**config.mk**
```make
export PLATFORM = sky130hd
export DESIGN_NAME = gyro_static_bias_estimator_flat
export DESIGN_NICKNAME = d
export VERILOG_FILES = /design/src/hdl/gsbe_pkg.sv /design/src/hdl/gsbe_in_if.sv /design/src/hdl/gsbe_out_if.sv /design/src/hdl/gsbe_div.sv /design/src/hdl/gyro_static_bias_estimator.sv /design/src/flat_wrapper.sv
export VERILOG_INCLUDE_DIRS = /design/src /design/src/hdl
export SDC_FILE = /design/constraint.sdc
export NUM_CORES = 2
export LEC_CHECK = 0
export CAP_MARGIN = 20
export CORE_MARGIN = 2
export CORE_UTILIZATION = 66
export CTS_BUF_LIST = sky130_fd_sc_hd__clkbuf_8
export DETAILED_ROUTE_END_ITERATION = 12
export DONT_BUFFER_PORTS = 1
export PLACE_DENSITY = 0.82
export SLEW_MARGIN = 0
export SYNTH_ARGS = -nofsm -noshare
export SYNTH_HDL_FRONTEND = slang
export SYNTH_SLANG_ARGS = --single-unit
```
**constraint.sdc**
```tcl
create_clock -name i_clk -period 28.3 [get_ports i_clk]
set_input_delay 1.415 -clock i_clk [delete_from_list [all_inputs] [get_ports i_clk]]
set_output_delay 1.415 -clock i_clk [all_outputs]
set_load 0.02 [all_outputs]
```
**src/hdl/assert_macros.svh**
```systemverilog
// Assertion helpers for the gyro bias estimator.
`ifndef ASSERT_MACROS_SVH
`define ASSERT_MACROS_SVH
`ifndef SYNTHESIS
// Concurrent check, disabled while reset is asserted.
`define ASSERT_RST(lbl, clk, rst_n, prop) \
    lbl: assert property (@(posedge clk) disable iff (!rst_n) (prop)) \
        else $error("assertion failed");
// Check that an event is followed by a condition in the next cycle.
`define ASSERT_NEXT(lbl, clk, rst_n, ante, cons) \
    lbl: assert property (@(posedge clk) disable iff (!rst_n) (ante) |=> (cons)) \
        else $error("assertion failed");
`else
`define ASSERT_RST(lbl, clk, rst_n, prop)
`define ASSERT_NEXT(lbl, clk, rst_n, ante, cons)
`endif
`endif

```
**src/hdl/gsbe_pkg.sv**
```systemverilog
`default_nettype none
package gsbe_pkg;

    localparam int SMP_W      = 16;
    localparam int THR_W      = 32;
    localparam int MIN_W      = 16;
    localparam int CFG_IDX_W  = 1;
    localparam int CFG_DATA_W = 32;
    localparam int NUM_AXES   = 3;

    localparam logic [1:0] AXIS_LAST = 2'd2;

    localparam logic [THR_W-1:0] NOISE_THR_RST  = 32'd1000;
    localparam logic [MIN_W-1:0] MIN_STATIC_RST = 16'd100;

    typedef enum logic [CFG_IDX_W-1:0] {
        CFG_NOISE_THR  = 1'b0,
        CFG_MIN_STATIC = 1'b1
    } t_cfg_reg;

    typedef enum logic [3:0] {
        ST_IDLE,
        ST_ACC_MUL,
        ST_ACC_ADD,
        ST_VAR_MUL,
        ST_VAR_ADD,
        ST_LIM,
        ST_CMP,
        ST_CHK,
        ST_DIV_GO,
        ST_DIV_WAIT,
        ST_DONE
    } t_state;

endpackage
`default_nettype wire

```
**src/hdl/gsbe_in_if.sv**
```systemverilog
`default_nettype none
interface gsbe_in_if;
    import gsbe_pkg::*;

    logic                    valid;
    logic                    ready;
    logic signed [SMP_W-1:0] gyro_x;
    logic signed [SMP_W-1:0] gyro_y;
    logic signed [SMP_W-1:0] gyro_z;
    logic signed [SMP_W-1:0] accel_x;
    logic signed [SMP_W-1:0] accel_y;
    logic signed [SMP_W-1:0] accel_z;

    modport source (
        output valid, gyro_x, gyro_y, gyro_z, accel_x, accel_y, accel_z,
        input  ready
    );
    modport sink (
        input  valid, gyro_x, gyro_y, gyro_z, accel_x, accel_y, accel_z,
        output ready
    );
endinterface
`default_nettype wire

```
**src/hdl/gsbe_out_if.sv**
```systemverilog
`default_nettype none
interface gsbe_out_if;
    import gsbe_pkg::*;

    logic                    valid;
    logic                    ready;
    logic                    bias_valid;
    logic signed [SMP_W-1:0] bias_x;
    logic signed [SMP_W-1:0] bias_y;
    logic signed [SMP_W-1:0] bias_z;

    modport source (
        output valid, bias_valid, bias_x, bias_y, bias_z,
        input  ready
    );
    modport sink (
        input  valid, bias_valid, bias_x, bias_y, bias_z,
        output ready
    );
endinterface
`default_nettype wire

```
**src/hdl/gsbe_div.sv**
```systemverilog
`default_nettype none
// Radix-2 restoring divider, one quotient bit per cycle.
// Requires i_dividend < i_divisor * 2**QW.
module gsbe_div #(
    parameter int NW = 17,
    parameter int QW = 16
) (
    input  logic             i_clk,
    input  logic             i_rst_n,
    input  logic             i_start,
    input  logic [NW+QW-1:0] i_dividend,
    input  logic [NW-1:0]    i_divisor,
    output logic             o_done,
    output logic [QW-1:0]    o_quot
);
    localparam int CW = $clog2(QW);

    logic          r_busy;
    logic          r_done;
    logic [CW-1:0] r_cnt;
    logic [NW-1:0] r_rem;
    logic [QW-1:0] r_q;

    logic [NW:0] trial;
    logic [NW:0] diff;
    logic        ge;

    always_comb begin
        trial = {r_rem, r_q[QW-1]};
        diff  = trial - {1'b0, i_divisor};
        ge    = (trial >= {1'b0, i_divisor});
    end

    always_ff @(posedge i_clk) begin
        if (!i_rst_n) begin
            r_busy <= 1'b0;
            r_done <= 1'b0;
            r_cnt  <= '0;
        end else begin
            r_done <= 1'b0;
            if (i_start) begin
                r_busy <= 1'b1;
                r_cnt  <= '0;
            end else if (r_busy) begin
                r_cnt <= r_cnt + 1'b1;
                if (r_cnt == CW'(QW - 1)) begin
                    r_busy <= 1'b0;
                    r_done <= 1'b1;
                end
            end
        end
    end

    // Low dividend bits shift out at the top while quotient bits enter below.
    always_ff @(posedge i_clk) begin
        if (i_start) begin
            r_rem <= i_dividend[NW+QW-1:QW];
            r_q   <= i_dividend[QW-1:0];
        end else if (r_busy) begin
            r_rem <= ge ? diff[NW-1:0] : trial[NW-1:0];
            r_q   <= {r_q[QW-2:0], ge};
        end
    end

    assign o_done = r_done;
    assign o_quot = r_q;
endmodule
`default_nettype wire

```
**src/hdl/gyro_static_bias_estimator.sv**
```systemverilog
`default_nettype none
`include "assert_macros.svh"
// Gyro static bias estimator. Takes one gyro/accel sample per request and returns exactly one
// result per request; bias_valid marks results that close a static interval longer than
// min_static_samples, and the bias fields are zero otherwise. Samples are grouped into windows
// of WINDOW_LEN; at each window end the accel variance sum is tested against noise_threshold.
// One sample is worked at a time through a single shared squarer, one axis after another, so
// a new sample is taken only once the last one is through. A window end adds the variance
// test, and a window that yields a bias adds the serial divider for each axis in turn (one
// quotient bit per cycle). The finished result sits in an output register, so the next
// sample is taken while it waits; a second result holds the block in its last step until
// the first one is taken. Configuration writes take effect at once and must be made while no
// sample is in flight.
module gyro_static_bias_estimator #(
    parameter int WINDOW_LEN = 32
) (
    input  logic                            i_clk,
    input  logic                            i_rst_n,
    input  logic                            i_cfg_we,
    input  logic [gsbe_pkg::CFG_IDX_W-1:0]  i_cfg_idx,
    input  logic [gsbe_pkg::CFG_DATA_W-1:0] i_cfg_data,
    gsbe_in_if.sink                         i_sample,
    gsbe_out_if.source                      o_bias
);
    import gsbe_pkg::*;

    localparam int LW      = $clog2(WINDOW_LEN);
    localparam int SUM_W   = SMP_W + LW;
    localparam int MAG_W   = SUM_W;
    localparam int PROD_W  = 2 * MAG_W;
    localparam int SQS_W   = 2 * SMP_W - 1 + LW;
    localparam int WQ_W    = SQS_W + LW;
    localparam int SPR_W   = WQ_W + 2;
    localparam int LIM_W   = THR_W + 2 * LW;
    localparam int CNT_W   = $clog2((1 << MIN_W) + WINDOW_LEN);
    localparam int QUO_W   = SMP_W;
    localparam int DIVD_W  = CNT_W + QUO_W;
    localparam int ISUM_W  = DIVD_W + 1;

    localparam logic [WQ_W-1:0]  WLEN_WQ  = WQ_W'(WINDOW_LEN);
    localparam logic [LIM_W-1:0] WSQ_LIM  = LIM_W'(WINDOW_LEN * WINDOW_LEN);
    localparam logic [LW-1:0]    WPOS_END = LW'(WINDOW_LEN - 1);
    localparam logic [CNT_W-1:0] WLEN_CNT = CNT_W'(WINDOW_LEN);

    t_state r_state;
    t_state n_state;

    logic [1:0]              r_k;
    logic signed [SMP_W-1:0] r_gyro [NUM_AXES];
    logic signed [SMP_W-1:0] r_acc  [NUM_AXES];

    logic [LW-1:0]            r_wpos;
    logic signed [SUM_W-1:0]  r_asum [NUM_AXES];
    logic signed [SUM_W-1:0]  r_gsum [NUM_AXES];
    logic [SQS_W-1:0]         r_asq  [NUM_AXES];
    logic signed [ISUM_W-1:0] r_isum [NUM_AXES];
    logic [CNT_W-1:0]         r_icount;

    logic [THR_W-1:0] r_thr;
    logic [MIN_W-1:0] r_min;

    logic [SMP_W-1:0]  acc_mag;
    logic [MAG_W-1:0]  sum_mag;
    logic [MAG_W-1:0]  sq_op;
    logic [PROD_W-1:0] r_prod;
    logic [WQ_W-1:0]   r_wq;
    logic [SPR_W-1:0]  r_spread;
    logic [LIM_W-1:0]  r_lim;

    logic [DIVD_W-1:0] div_mag;
    logic [QUO_W-1:0]  w_quot;
    logic              w_div_done;

    logic                    r_res_valid;
    logic signed [SMP_W-1:0] r_bias  [NUM_AXES];
    logic                    r_ovalid;
    logic                    r_obv;
    logic signed [SMP_W-1:0] r_obias [NUM_AXES];

    logic accept;
    logic axis_last;
    logic window_end;
    logic quiet;
    logic long_enough;
    logic slot_free;
    logic out_zero;

    logic in_ready;
    logic use_sum;
    logic div_start;
    logic load_out;

    assign accept      = i_sample.valid && i_sample.ready;
    assign axis_last   = (r_k == AXIS_LAST);
    assign window_end  = (r_wpos == WPOS_END);
    assign quiet       = (r_spread < SPR_W'(r_lim));
    assign long_enough = (r_icount > CNT_W'(r_min));
    assign slot_free   = !r_ovalid || o_bias.ready;

    // Next state
    always_comb begin
        n_state = r_state;
        case (r_state)
            ST_IDLE:     if (accept) n_state = ST_ACC_MUL;
            ST_ACC_MUL:  n_state = ST_ACC_ADD;
            ST_ACC_ADD: begin
                if (!axis_last) begin
                    n_state = ST_ACC_MUL;
                end else if (window_end) begin
                    n_state = ST_VAR_MUL;
                end else begin
                    n_state = ST_DONE;
                end
            end
            ST_VAR_MUL:  n_state = ST_VAR_ADD;
            ST_VAR_ADD:  n_state = axis_last ? ST_LIM : ST_VAR_MUL;
            ST_LIM:      n_state = ST_CMP;
            ST_CMP:      n_state = quiet ? ST_CHK : ST_DONE;
            ST_CHK:      n_state = long_enough ? ST_DIV_GO : ST_DONE;
            ST_DIV_GO:   n_state = ST_DIV_WAIT;
            ST_DIV_WAIT: begin
                if (w_div_done) begin
                    n_state = axis_last ? ST_DONE : ST_DIV_GO;
                end
            end
            ST_DONE:     if (slot_free) n_state = ST_IDLE;
            default:     n_state = ST_IDLE;
        endcase
    end

    // Control decode
    always_comb begin
        in_ready  = 1'b0;
        use_sum   = 1'b0;
        div_start = 1'b0;
        load_out  = 1'b0;
        case (r_state)
            ST_IDLE:    in_ready  = 1'b1;
            ST_VAR_MUL: use_sum   = 1'b1;
            ST_DIV_GO:  div_start = 1'b1;
            ST_DONE:    load_out  = slot_free;
            default: ;
        endcase
    end

    assign i_sample.ready = in_ready;

    // Shared squarer operand: accel magnitude per sample, accel sum magnitude per window.
    always_comb begin
        acc_mag = r_acc[r_k][SMP_W-1] ? SMP_W'(-r_acc[r_k]) : SMP_W'(r_acc[r_k]);
        sum_mag = r_asum[r_k][SUM_W-1] ? MAG_W'(-r_asum[r_k]) : MAG_W'(r_asum[r_k]);
        sq_op   = use_sum ? sum_mag : MAG_W'(acc_mag);
        div_mag = r_isum[r_k][ISUM_W-1] ? DIVD_W'(-r_isum[r_k]) : DIVD_W'(r_isum[r_k]);
    end

    gsbe_div #(
        .NW (CNT_W),
        .QW (QUO_W)
    ) u_div (
        .i_clk      (i_clk),
        .i_rst_n    (i_rst_n),
        .i_start    (div_start),
        .i_dividend (div_mag),
        .i_divisor  (r_icount),
        .o_done     (w_div_done),
        .o_quot     (w_quot)
    );

    // Control and architectural state
    always_ff @(posedge i_clk) begin
        if (!i_rst_n) begin
            r_state     <= ST_IDLE;
            r_k         <= '0;
            r_wpos      <= '0;
            r_icount    <= '0;
            r_thr       <= NOISE_THR_RST;
            r_min       <= MIN_STATIC_RST;
            r_ovalid    <= 1'b0;
            r_res_valid <= 1'b0;
            for (int i = 0; i < NUM_AXES; i++) begin
                r_asum[i] <= '0;
                r_gsum[i] <= '0;
                r_asq[i]  <= '0;
                r_isum[i] <= '0;
            end
        end else begin
            r_state <= n_state;

            if (i_cfg_we) begin
                case (t_cfg_reg'(i_cfg_idx))
                    CFG_NOISE_THR:  r_thr <= i_cfg_data[THR_W-1:0];
                    CFG_MIN_STATIC: r_min <= i_cfg_data[MIN_W-1:0];
                    default: ;
                endcase
            end

            if (load_out) begin
                r_ovalid <= 1'b1;
            end else if (o_bias.ready) begin
                r_ovalid <= 1'b0;
            end

            case (r_state)
                ST_IDLE: begin
                    if (accept) begin
                        r_k         <= '0;
                        r_res_valid <= 1'b0;
                    end
                end
                ST_ACC_ADD: begin
                    r_asq[r_k]  <= r_asq[r_k] + SQS_W'(r_prod);
                    r_asum[r_k] <= r_asum[r_k] + SUM_W'(r_acc[r_k]);
                    r_gsum[r_k] <= r_gsum[r_k] + SUM_W'(r_gyro[r_k]);
                    if (axis_last) begin
                        r_k <= '0;
                        if (!window_end) begin
                            r_wpos <= r_wpos + 1'b1;
                        end
                    end else begin
                        r_k <= r_k + 1'b1;
                    end
                end
                ST_VAR_ADD: begin
                    r_k <= axis_last ? 2'd0 : r_k + 1'b1;
                end
                ST_CMP: begin
                    // Close the window; a noisy window also drops the interval.
                    r_wpos <= '0;
                    for (int i = 0; i < NUM_AXES; i++) begin
                        r_asum[i] <= '0;
                        r_gsum[i] <= '0;
                        r_asq[i]  <= '0;
                        if (quiet) begin
                            r_isum[i] <= r_isum[i] + ISUM_W'(r_gsum[i]);
                        end else begin
                            r_isum[i] <= '0;
                        end
                    end
                    r_icount <= quiet ? r_icount + WLEN_CNT : '0;
                end
                ST_DIV_WAIT: begin
                    if (w_div_done) begin
                        if (axis_last) begin
                            r_k         <= '0;
                            r_res_valid <= 1'b1;
                            r_icount    <= '0;
                            for (int i = 0; i < NUM_AXES; i++) begin
                                r_isum[i] <= '0;
                            end
                        end else begin
                            r_k <= r_k + 1'b1;
                        end
                    end
                end
                default: ;
            endcase
        end
    end

    // Datapath payload
    always_ff @(posedge i_clk) begin
        r_prod <= PROD_W'(sq_op) * PROD_W'(sq_op);

        case (r_state)
            ST_IDLE: begin
                if (accept) begin
                    r_gyro[0] <= i_sample.gyro_x;
                    r_gyro[1] <= i_sample.gyro_y;
                    r_gyro[2] <= i_sample.gyro_z;
                    r_acc[0]  <= i_sample.accel_x;
                    r_acc[1]  <= i_sample.accel_y;
                    r_acc[2]  <= i_sample.accel_z;
                    r_spread  <= '0;
                    for (int i = 0; i < NUM_AXES; i++) begin
                        r_bias[i] <= '0;
                    end
                end
            end
            ST_VAR_MUL: r_wq <= WQ_W'(r_asq[r_k]) * WLEN_WQ;
            // W*Q never falls below S*S, so the per-axis term stays non-negative.
            ST_VAR_ADD: r_spread <= r_spread + SPR_W'(r_wq) - SPR_W'(r_prod);
            ST_LIM:     r_lim <= LIM_W'(r_thr) * WSQ_LIM;
            ST_DIV_WAIT: begin
                if (w_div_done) begin
                    r_bias[r_k] <= r_isum[r_k][ISUM_W-1] ? $signed(QUO_W'(-w_quot))
                                                         : $signed(w_quot);
                end
            end
            default: ;
        endcase

        if (load_out) begin
            r_obv <= r_res_valid;
            for (int i = 0; i < NUM_AXES; i++) begin
                r_obias[i] <= r_bias[i];
            end
        end
    end

    assign o_bias.valid      = r_ovalid;
    assign o_bias.bias_valid = r_obv;
    assign o_bias.bias_x     = r_obias[0];
    assign o_bias.bias_y     = r_obias[1];
    assign o_bias.bias_z     = r_obias[2];

    assign out_zero = (o_bias.bias_x == '0) && (o_bias.bias_y == '0) && (o_bias.bias_z == '0);

    `ASSERT_RST(a_wpos_range, i_clk, i_rst_n, r_state == ST_IDLE |-> 32'(r_wpos) < WINDOW_LEN)
    `ASSERT_NEXT(a_accept_starts, i_clk, i_rst_n, accept, r_state == ST_ACC_MUL)
    `ASSERT_RST(a_div_done_wait, i_clk, i_rst_n, w_div_done |-> r_state == ST_DIV_WAIT)
    `ASSERT_RST(a_no_bias_zero, i_clk, i_rst_n, o_bias.valid && !o_bias.bias_valid |-> out_zero)

endmodule
`default_nettype wire

```
**src/flat_wrapper.sv**
```systemverilog
// flat-port wrapper written by rule: the top's interface ports become plain ports
module gyro_static_bias_estimator_flat import gsbe_pkg::*;
#(
    parameter int WINDOW_LEN = 32
)
  (i_clk, i_rst_n, i_cfg_we, i_cfg_idx, i_cfg_data, i_sample_valid, i_sample_gyro_x, i_sample_gyro_y, i_sample_gyro_z, i_sample_accel_x, i_sample_accel_y, i_sample_accel_z, i_sample_ready, o_bias_valid, o_bias_bias_valid, o_bias_bias_x, o_bias_bias_y, o_bias_bias_z, o_bias_ready);
  gsbe_in_if i_sample_i ();
  gsbe_out_if o_bias_i ();
  input  logic i_clk;
  input  logic i_rst_n;
  input  logic i_cfg_we;
  input  logic [gsbe_pkg::CFG_IDX_W-1:0] i_cfg_idx;
  input  logic [gsbe_pkg::CFG_DATA_W-1:0] i_cfg_data;
  input wire logic [$bits(i_sample_i.valid)-1:0] i_sample_valid;
  input wire logic [$bits(i_sample_i.gyro_x)-1:0] i_sample_gyro_x;
  input wire logic [$bits(i_sample_i.gyro_y)-1:0] i_sample_gyro_y;
  input wire logic [$bits(i_sample_i.gyro_z)-1:0] i_sample_gyro_z;
  input wire logic [$bits(i_sample_i.accel_x)-1:0] i_sample_accel_x;
  input wire logic [$bits(i_sample_i.accel_y)-1:0] i_sample_accel_y;
  input wire logic [$bits(i_sample_i.accel_z)-1:0] i_sample_accel_z;
  output wire logic [$bits(i_sample_i.ready)-1:0] i_sample_ready;
  output wire logic [$bits(o_bias_i.valid)-1:0] o_bias_valid;
  output wire logic [$bits(o_bias_i.bias_valid)-1:0] o_bias_bias_valid;
  output wire logic [$bits(o_bias_i.bias_x)-1:0] o_bias_bias_x;
  output wire logic [$bits(o_bias_i.bias_y)-1:0] o_bias_bias_y;
  output wire logic [$bits(o_bias_i.bias_z)-1:0] o_bias_bias_z;
  input wire logic [$bits(o_bias_i.ready)-1:0] o_bias_ready;
  assign i_sample_i.valid = i_sample_valid;
  assign i_sample_i.gyro_x = i_sample_gyro_x;
  assign i_sample_i.gyro_y = i_sample_gyro_y;
  assign i_sample_i.gyro_z = i_sample_gyro_z;
  assign i_sample_i.accel_x = i_sample_accel_x;
  assign i_sample_i.accel_y = i_sample_accel_y;
  assign i_sample_i.accel_z = i_sample_accel_z;
  assign i_sample_ready = i_sample_i.ready;
  assign o_bias_valid = o_bias_i.valid;
  assign o_bias_bias_valid = o_bias_i.bias_valid;
  assign o_bias_bias_x = o_bias_i.bias_x;
  assign o_bias_bias_y = o_bias_i.bias_y;
  assign o_bias_bias_z = o_bias_i.bias_z;
  assign o_bias_i.ready = o_bias_ready;
  gyro_static_bias_estimator #(.WINDOW_LEN(WINDOW_LEN)) u_core (.i_clk(i_clk), .i_rst_n(i_rst_n), .i_cfg_we(i_cfg_we), .i_cfg_idx(i_cfg_idx), .i_cfg_data(i_cfg_data), .i_sample(i_sample_i), .o_bias(o_bias_i));
endmodule
```
==> Word level (Yosys, flattened, before mapping) <==
Memories as Yosys holds them, arrays and structs flattened. A register that Yosys moved wholly into a read port is not among the register bits.
Cells that the tools add are included.
{ "totals": {"in_bits": 134, "wordCells": 230, "ram_bits": 528, "out_inout_bits": 51, "memories": 8, "register_bits": 271} }
{ "classes": {"add_sub_neg": 17, "bitwise_logic": 21, "n_mul": 1, "n_mux": 117, "order_cmp": 3, "n_reduce_logical": 26, "n_eq_ne": 19} }
{ "mem_list": {"columns": ["name", "depth", "word_bits", "read_ports", "rd_ports_with_merged_regs", "write_ports", "line", "source"], "rows": [
  ["u_core.r_asq", 3, 36, 1, 1, 3, "gyro_static_bias_estimator.sv:55", "logic [SQS_W-1:0] r_asq [NUM_AXES];"],
  ["u_core.r_isum", 3, 34, 4, 1, 3, "gyro_static_bias_estimator.sv:56", "logic signed [ISUM_W-1:0] r_isum [NUM_AXES];"],
  ["u_core.r_asum", 3, 21, 1, 1, 3, "gyro_static_bias_estimator.sv:53", "logic signed [SUM_W-1:0] r_asum [NUM_AXES];"],
  ["u_core.r_gsum", 3, 21, 4, 1, 3, "gyro_static_bias_estimator.sv:54", "logic signed [SUM_W-1:0] r_gsum [NUM_AXES];"],
  ["u_core.r_acc", 3, 16, 1, 1, 3, "gyro_static_bias_estimator.sv:50", "logic signed [SMP_W-1:0] r_acc [NUM_AXES];"],
  ["u_core.r_bias", 3, 16, 3, 0, 3, "gyro_static_bias_estimator.sv:75", "logic signed [SMP_W-1:0] r_bias [NUM_AXES];"],
  ["+2 memories", null, null, null, null, null, null, null]
]} }
{ "op_table": {"columns": ["cell", "count"], "rows": [
  ["$mux 34", 9],
  ["$mux 21", 10],
  ["$mux 36", 4],
  ["$add 34x21->34", 3],
  ["$mux 17", 6],
  ["$pmux 43 s2", 1],
  ["$mux 16", 5],
  ["$mux 1", 45],
  ["$pmux 4 s11", 1],
  ["$add 43x41->43", 1],
  ["$lt 43x42->1", 1],
  ["$mux 43", 1],
  ["$sub 43x42->43", 1],
  ["$add 21x16->21", 2],
  ["$mul 21x21->42", 1],
  ["$mux 2", 21],
  ["$reduce_or 21->1", 2],
  ["$add 36x36->36", 1],
  ["$reduce_or 36->1", 1],
  ["$pmux 17 s2", 1],
  ["$mux 33", 1],
  ["$neg 33->33", 1],
  ["$neg 16->16", 2],
  ["$mux 4", 6],
  ["other kinds (35)", 77]
]} }

==> Depth between registers and ports, before layout <==
{ "logic_depth": {"ltp_word": 8, "mapped_depth": 42, "ltp_nobuf": 37} }

==> Cells and area by module <==
From an unflattened synthesis, not the netlist that was laid out.
{ "unflattened": {"hier_cells": 5894, "hier_area_um2": 60314.1} }
{ "by_module_without_submodules": {"columns": ["module", "cells_each", "area_per_inst_um2", "instances", "seq_area_each_um2"], "rows": [
  ["gyro_static_bias_estimator", 5607, 57357.5, 1, 22861.9],
  ["gsbe_div", 287, 2956.6, 1, 1111.1]
]} }

==> Worst setup path before layout <==
No wires, ideal clock.
{ "synth_path": {"path_kind": "flip-flop to flip-flop", "startpoint": "register u_core.r_state[1]", "endpoint": "register u_core.r_prod[41]", "n_path_buf": 4, "period_less_slack_ps": 9173, "arrival_time_ps": 9050, "setup_time_ps": 123, "path_stages_with_launch": 34, "setup_slack_ps": 19127, "required_ps": 28177, "cell_sequence": "dfxtp_1 -> inv_1 -> nor2_1 -> nand2_1 -> inv_1 -> clkbuf_1 -> clkbuf_1 -> a21oi_1 -> inv_1 -> buf_2 -> nor2_1 -> fa_1 -> fa_1 -> inv_1 -> fa_1 -> inv_1 -> fa_1 -> fa_1 -> fa_1 -> inv_1 -> fa_1 -> inv_1 -> ha_1 -> clkbuf_1 -> nand3_1 -> nor2_1 -> nand4_1 -> nand4_1 -> nand2_1 -> o311ai_0 -> a31oi_1 -> o21ai_0 -> a21boi_0 -> xnor2_1"} }
{ "synth_between": {"elab_chain_len": 4} }
{ "synth_lines": {"columns": ["item", "line", "source"], "rows": [
  ["from (decl)", "gyro_static_bias_estimator.sv:45", "t_state r_state;"],
  ["from (signal assigned)", "gyro_static_bias_estimator.sv:187", "r_state <= n_state;"],
  ["$eq 4x2->1", "gyro_static_bias_estimator.sv:137", "case (r_state)"],
  ["$mux 1", "gyro_static_bias_estimator.sv:137", null],
  ["$mux 21", "gyro_static_bias_estimator.sv:152", "sq_op = use_sum ? sum_mag : MAG_W'(acc_mag);"],
  ["$mul 21x21->42", "gyro_static_bias_estimator.sv:262", "r_prod <= PROD_W'(sq_op) * PROD_W'(sq_op);"],
  ["to (signal assigned)", "gyro_static_bias_estimator.sv:262", null],
  ["to (decl)", "gyro_static_bias_estimator.sv:65", "logic [PROD_W-1:0] r_prod;"]
]} }
Every way passes these cells.
A chain may end at the register's enable or synchronous reset.

==> results_dict.tcl <==
set metrics [dict create \
    power.density_nw_per_um2 130 \
    mostFrequentLayoutCell "inv_1" \
    ys_ff_latch 873 \
    synth_area_um2 60100 \
    cts_root_buf "clkbuf_8" \
    grt_pass1_vias 44000 \
    final.period_utilization_pct 38.5 \
    fin_nets 6850 \
    grt_pass1_wl_um 232000 \
    wire_per_inst_um 20.2 \
    p_clk_share_pct 12.9 \
    peakVddDrop_v 0.000530 \
    p_seq_share_pct 19.4 \
    cpMostUsedCell "fa_1" \
    reg2regPathDepth 33 \
    multi_input_area_um2 32300 \
    hold_start "u_core.r_bias[1][9]" \
    worstPathArrival_ns 11.65 \
    route.antenna.remaining_nets 0 \
    fill_cells 6506 \
    start_kind "register" \
    grt_use_total_pct 31.4 \
    slew-limit-headroom_pct 25.2 \
    max_cap_viol_count 0 \
    r2r_end "u_core.r_prod[41]" \
    async_flop_share_pct 0 \
    seq_area_frac_synth_pct 39.9 \
    dpl.hpwl_um 106000 \
    setup_viol 0 \
    rows 110 \
    status "complete, no violations" \
    power.internal_uw 4420 \
    dpl_cell_area_um2 61200 \
    grt_max_degree 106 \
    dp.cells 6958 \
    grt.overflow.total 0 \
    rsz0062_at_grt "no" \
    hold_class "register to register" \
    fin_util_pct 71.0 \
    leakage_uw 0.0283 \
    wirelength_um 146000 \
    endpoint_kind "register" \
    synth_cell_types 95 \
    layout-drive-gt1-share_pct 6.68 \
    synthCells 5919 \
    crit_buf_inv 7 \
    cpMaxStageDelayCell "dfxtp_4" \
    final_cell_mix "inv_1 (852), nor2_1 (686), edfxtp_1 (649)" \
    avgSynthCellArea_um2 10.2 \
    cts_buffer_depth 3 \
    yosysWarningCount 0 \
    die_w_um 306 \
    synth_edf_count 649 \
    skew_ns 0.0411 \
    tightest_slew_ns 1.12 \
    crit_path_max_fanout 30 \
    seq_area_um2 24000 \
    dr.pass1.iters 6 \
    power_switching_uw 3910 \
    ioPinCount 185 \
    ff2ff_setup_slack_ns 17.40 \
    core_um2 90100 \
    clk_transition_reported_paths_ns 0.06 \
    period_minus_slack_ns 10.90 \
    fin_area_um2 64000 \
    cts_sinks 873 \
    vias 43800 \
    hold_end "u_core.r_obias[0][25]" \
    synthFlopType "edfxtp_1" \
    final_hold_viol_count 0 \
    cts_resized 0 \
    clkLatencyLatePin_ns 0.88 \
    antenna_found_initial 4 \
    whs_path_depth 0 \
    cts_setup_buffers 0 \
    worst-path-stages 33 \
    dieArea_um2 93500 \
    port_buffers 0 \
    cts-hold-fix-buffers 0 \
    slew_violations 0 \
    path_delay_family "adder cells" \
    remaining_drc_errors 0 \
    viasPerCell 6.06 \
    cts_inserted_buffers 145 \
    combPwrFrac_pct 67.7 \
    cts_tree "built" \
    start_util_pct 66.7 \
    place_congestion 0.953 \
    final_cells 7224 \
    area_growth_syn_to_layout_pct 6.45 \
    criticalPathCategory "register to register" \
    holdWs_ns 0.405 \
    p_sw_share_pct 47.0 \
    htreeDepth 4 \
    worstPathRequired_ns 29.05 \
    slowest_delay_ns 0.73 \
    fp.dieH_um 306 \
    tns_ns 0 \
    drt_iter0_drc 4029 \
    max_freq_mhz 91.7 \
]
==> cell usage after synthesis (18+ instances only) <==
| master | count | area [um2] |
|---|---|---|
| a211oi_1 | 34 | 255 |
| a21o_1 | 135 | 1010 |
| a21oi_1 | 380 | 1900 |
| a22oi_1 | 53 | 398 |
| a31oi_1 | 35 | 219 |
| and2_1 | 27 | 169 |
| and3_1 | 45 | 282 |
| buf_2 | 37 | 185 |
| clkbuf_1 | 133 | 499 |
| dfxtp_1 | 224 | 4480 |
| edfxtp_1 | 649 | 19500 |
| fa_1 | 354 | 7090 |
| ha_1 | 432 | 5410 |
| inv_1 | 806 | 3030 |
| mux2i_1 | 72 | 721 |
| mux4_2 | 77 | 1730 |
| nand2_1 | 497 | 1870 |
| nand2b_1 | 50 | 313 |
| nand3_1 | 89 | 445 |
| nand4_1 | 37 | 231 |
| nor2_1 | 689 | 2590 |
| nor2b_1 | 30 | 188 |
| nor3_1 | 55 | 275 |
| o211ai_1 | 21 | 158 |
| o21a_1 | 48 | 360 |
| o21ai_0 | 241 | 1210 |
| o21bai_1 | 37 | 278 |
| o31ai_1 | 18 | 135 |
| or3_1 | 28 | 175 |
| xnor2_1 | 199 | 1740 |
| xor2_1 | 118 | 1030 |
==> area by class of cell <==
class / count / area share (%)
well taps: 1176 / 2.30
inverters: 817 / 4.80
repair buffers: 46 / 0.591
flip-flops and latches: 873 / 37.5
multi-input cells: 4047 / 50.5
clock buffers: 152 / 3.27
diodes: 2 / 0.00782
clock inverters: 111 / 1.07
==> power by group through the flow <==
| stage | Sequential [uW] | Combinational (uW) | Clock, uW |
|---|---|---|---|
| final | 1610 | 5640 | 1080 |
| after global routing | 1610 | 6370 | 1150 |
| after CTS | 1610 | 5630 | 1090 |
| after detailed placement | 1640 | 5570 | 0 |
| after global placement | 1640 | 5420 | 0 |
| after floorplan | 1600 | 4400 | 0 |
==> worst max path at each step <==
stage | startpoint | to | slack (ns)
4_1_cts | register | u_core.r_prod[41] | 17.32
2_1_floorplan | u_core.r_state[1] | u_core.r_prod[41] | 19.13
3_3_place_gp | register | u_core.r_prod[41] | 17.70
6_report | register | u_core.r_prod[41] | 17.40
3_5_place_dp | register | u_core.r_prod[41] | 17.38
5_1_grt | register | u_core.r_prod[41] | 16.61
==> through the flow <==
| stage | power, uW | setup WS [ns] |
|---|---|---|
| after floorplan | 6000 | 19.13 |
| after detailed placement | 7210 | 17.38 |
| final | 8330 | 17.40 |
| after CTS | 8330 | 17.32 |
| after global placement | 7050 | 17.70 |
| after global routing | 9130 | 16.61 |
==> state kept, by name, summed over array words and instances (netlist names), 2 cells and up, named ones only <==
register / cells
u_core.r_obias: 48
u_core.u_div.r_rem: 17
u_core.r_acc: 48
u_core.u_div.o_quot: 16
u_core.r_asum: 84
u_core.r_thr: 32
u_core.r_prod: 41
u_core.r_gyro: 48
u_core.r_asq: 144
u_core.r_spread: 43
u_core.r_min: 16
u_core.r_k: 2
u_core.r_isum: 102
u_core.r_wpos: 5
u_core.r_icount: 12
u_core.r_state: 4
u_core.r_lim: 32
u_core.r_wq: 36
u_core.u_div.r_cnt: 4
u_core.r_bias: 48
u_core.r_gsum: 84
==> cells by family (layout without fill, tap and decap cells) <==
kind of cell / count (synthesis) / in the layout / share of synthesized area, %
AOI/OAI and AO/OA: 1134 / 1134 / 11.8
xor gates and xnor gates: 318 / 318 / 4.65
adders and majority gates: 786 / 786 / 20.8
buffers and inverters: 1015 / 1126 / 6.60
DFF: 873 / 873 / 39.9
muxes: 169 / 169 / 4.48
other: 2 / 20 / 0.0125
and+or+nand+nor: 1622 / 1622 / 11.8
==> per-layer routing <==
metal / track usage [%] / part of all wire, % / vias up
met3: 5.61 / 7.4 / 382
li1: - / - / 20300
met4: 14.8 / 4.5 / 4
met2: 53.9 / 50 / 1863
met1: 38.8 / 38 / 21200
met5: 0 / 0.020 / -
==> worst register-to-register path: cells and delay by family (launching register included) <==
family                   cells  cell delay, ns
adder cells (fa/ha/maj)      8            4.03
AO/OA/AOI/OAI                6            1.94
AND/OR/NAND/NOR              9            1.66
buffers and inverters        7            1.47
flip-flops                   1            0.73
multiplexers                 1            0.63
XOR/XNOR                     2            0.32
No activity file was read; power rests on OpenSTA's default activity.
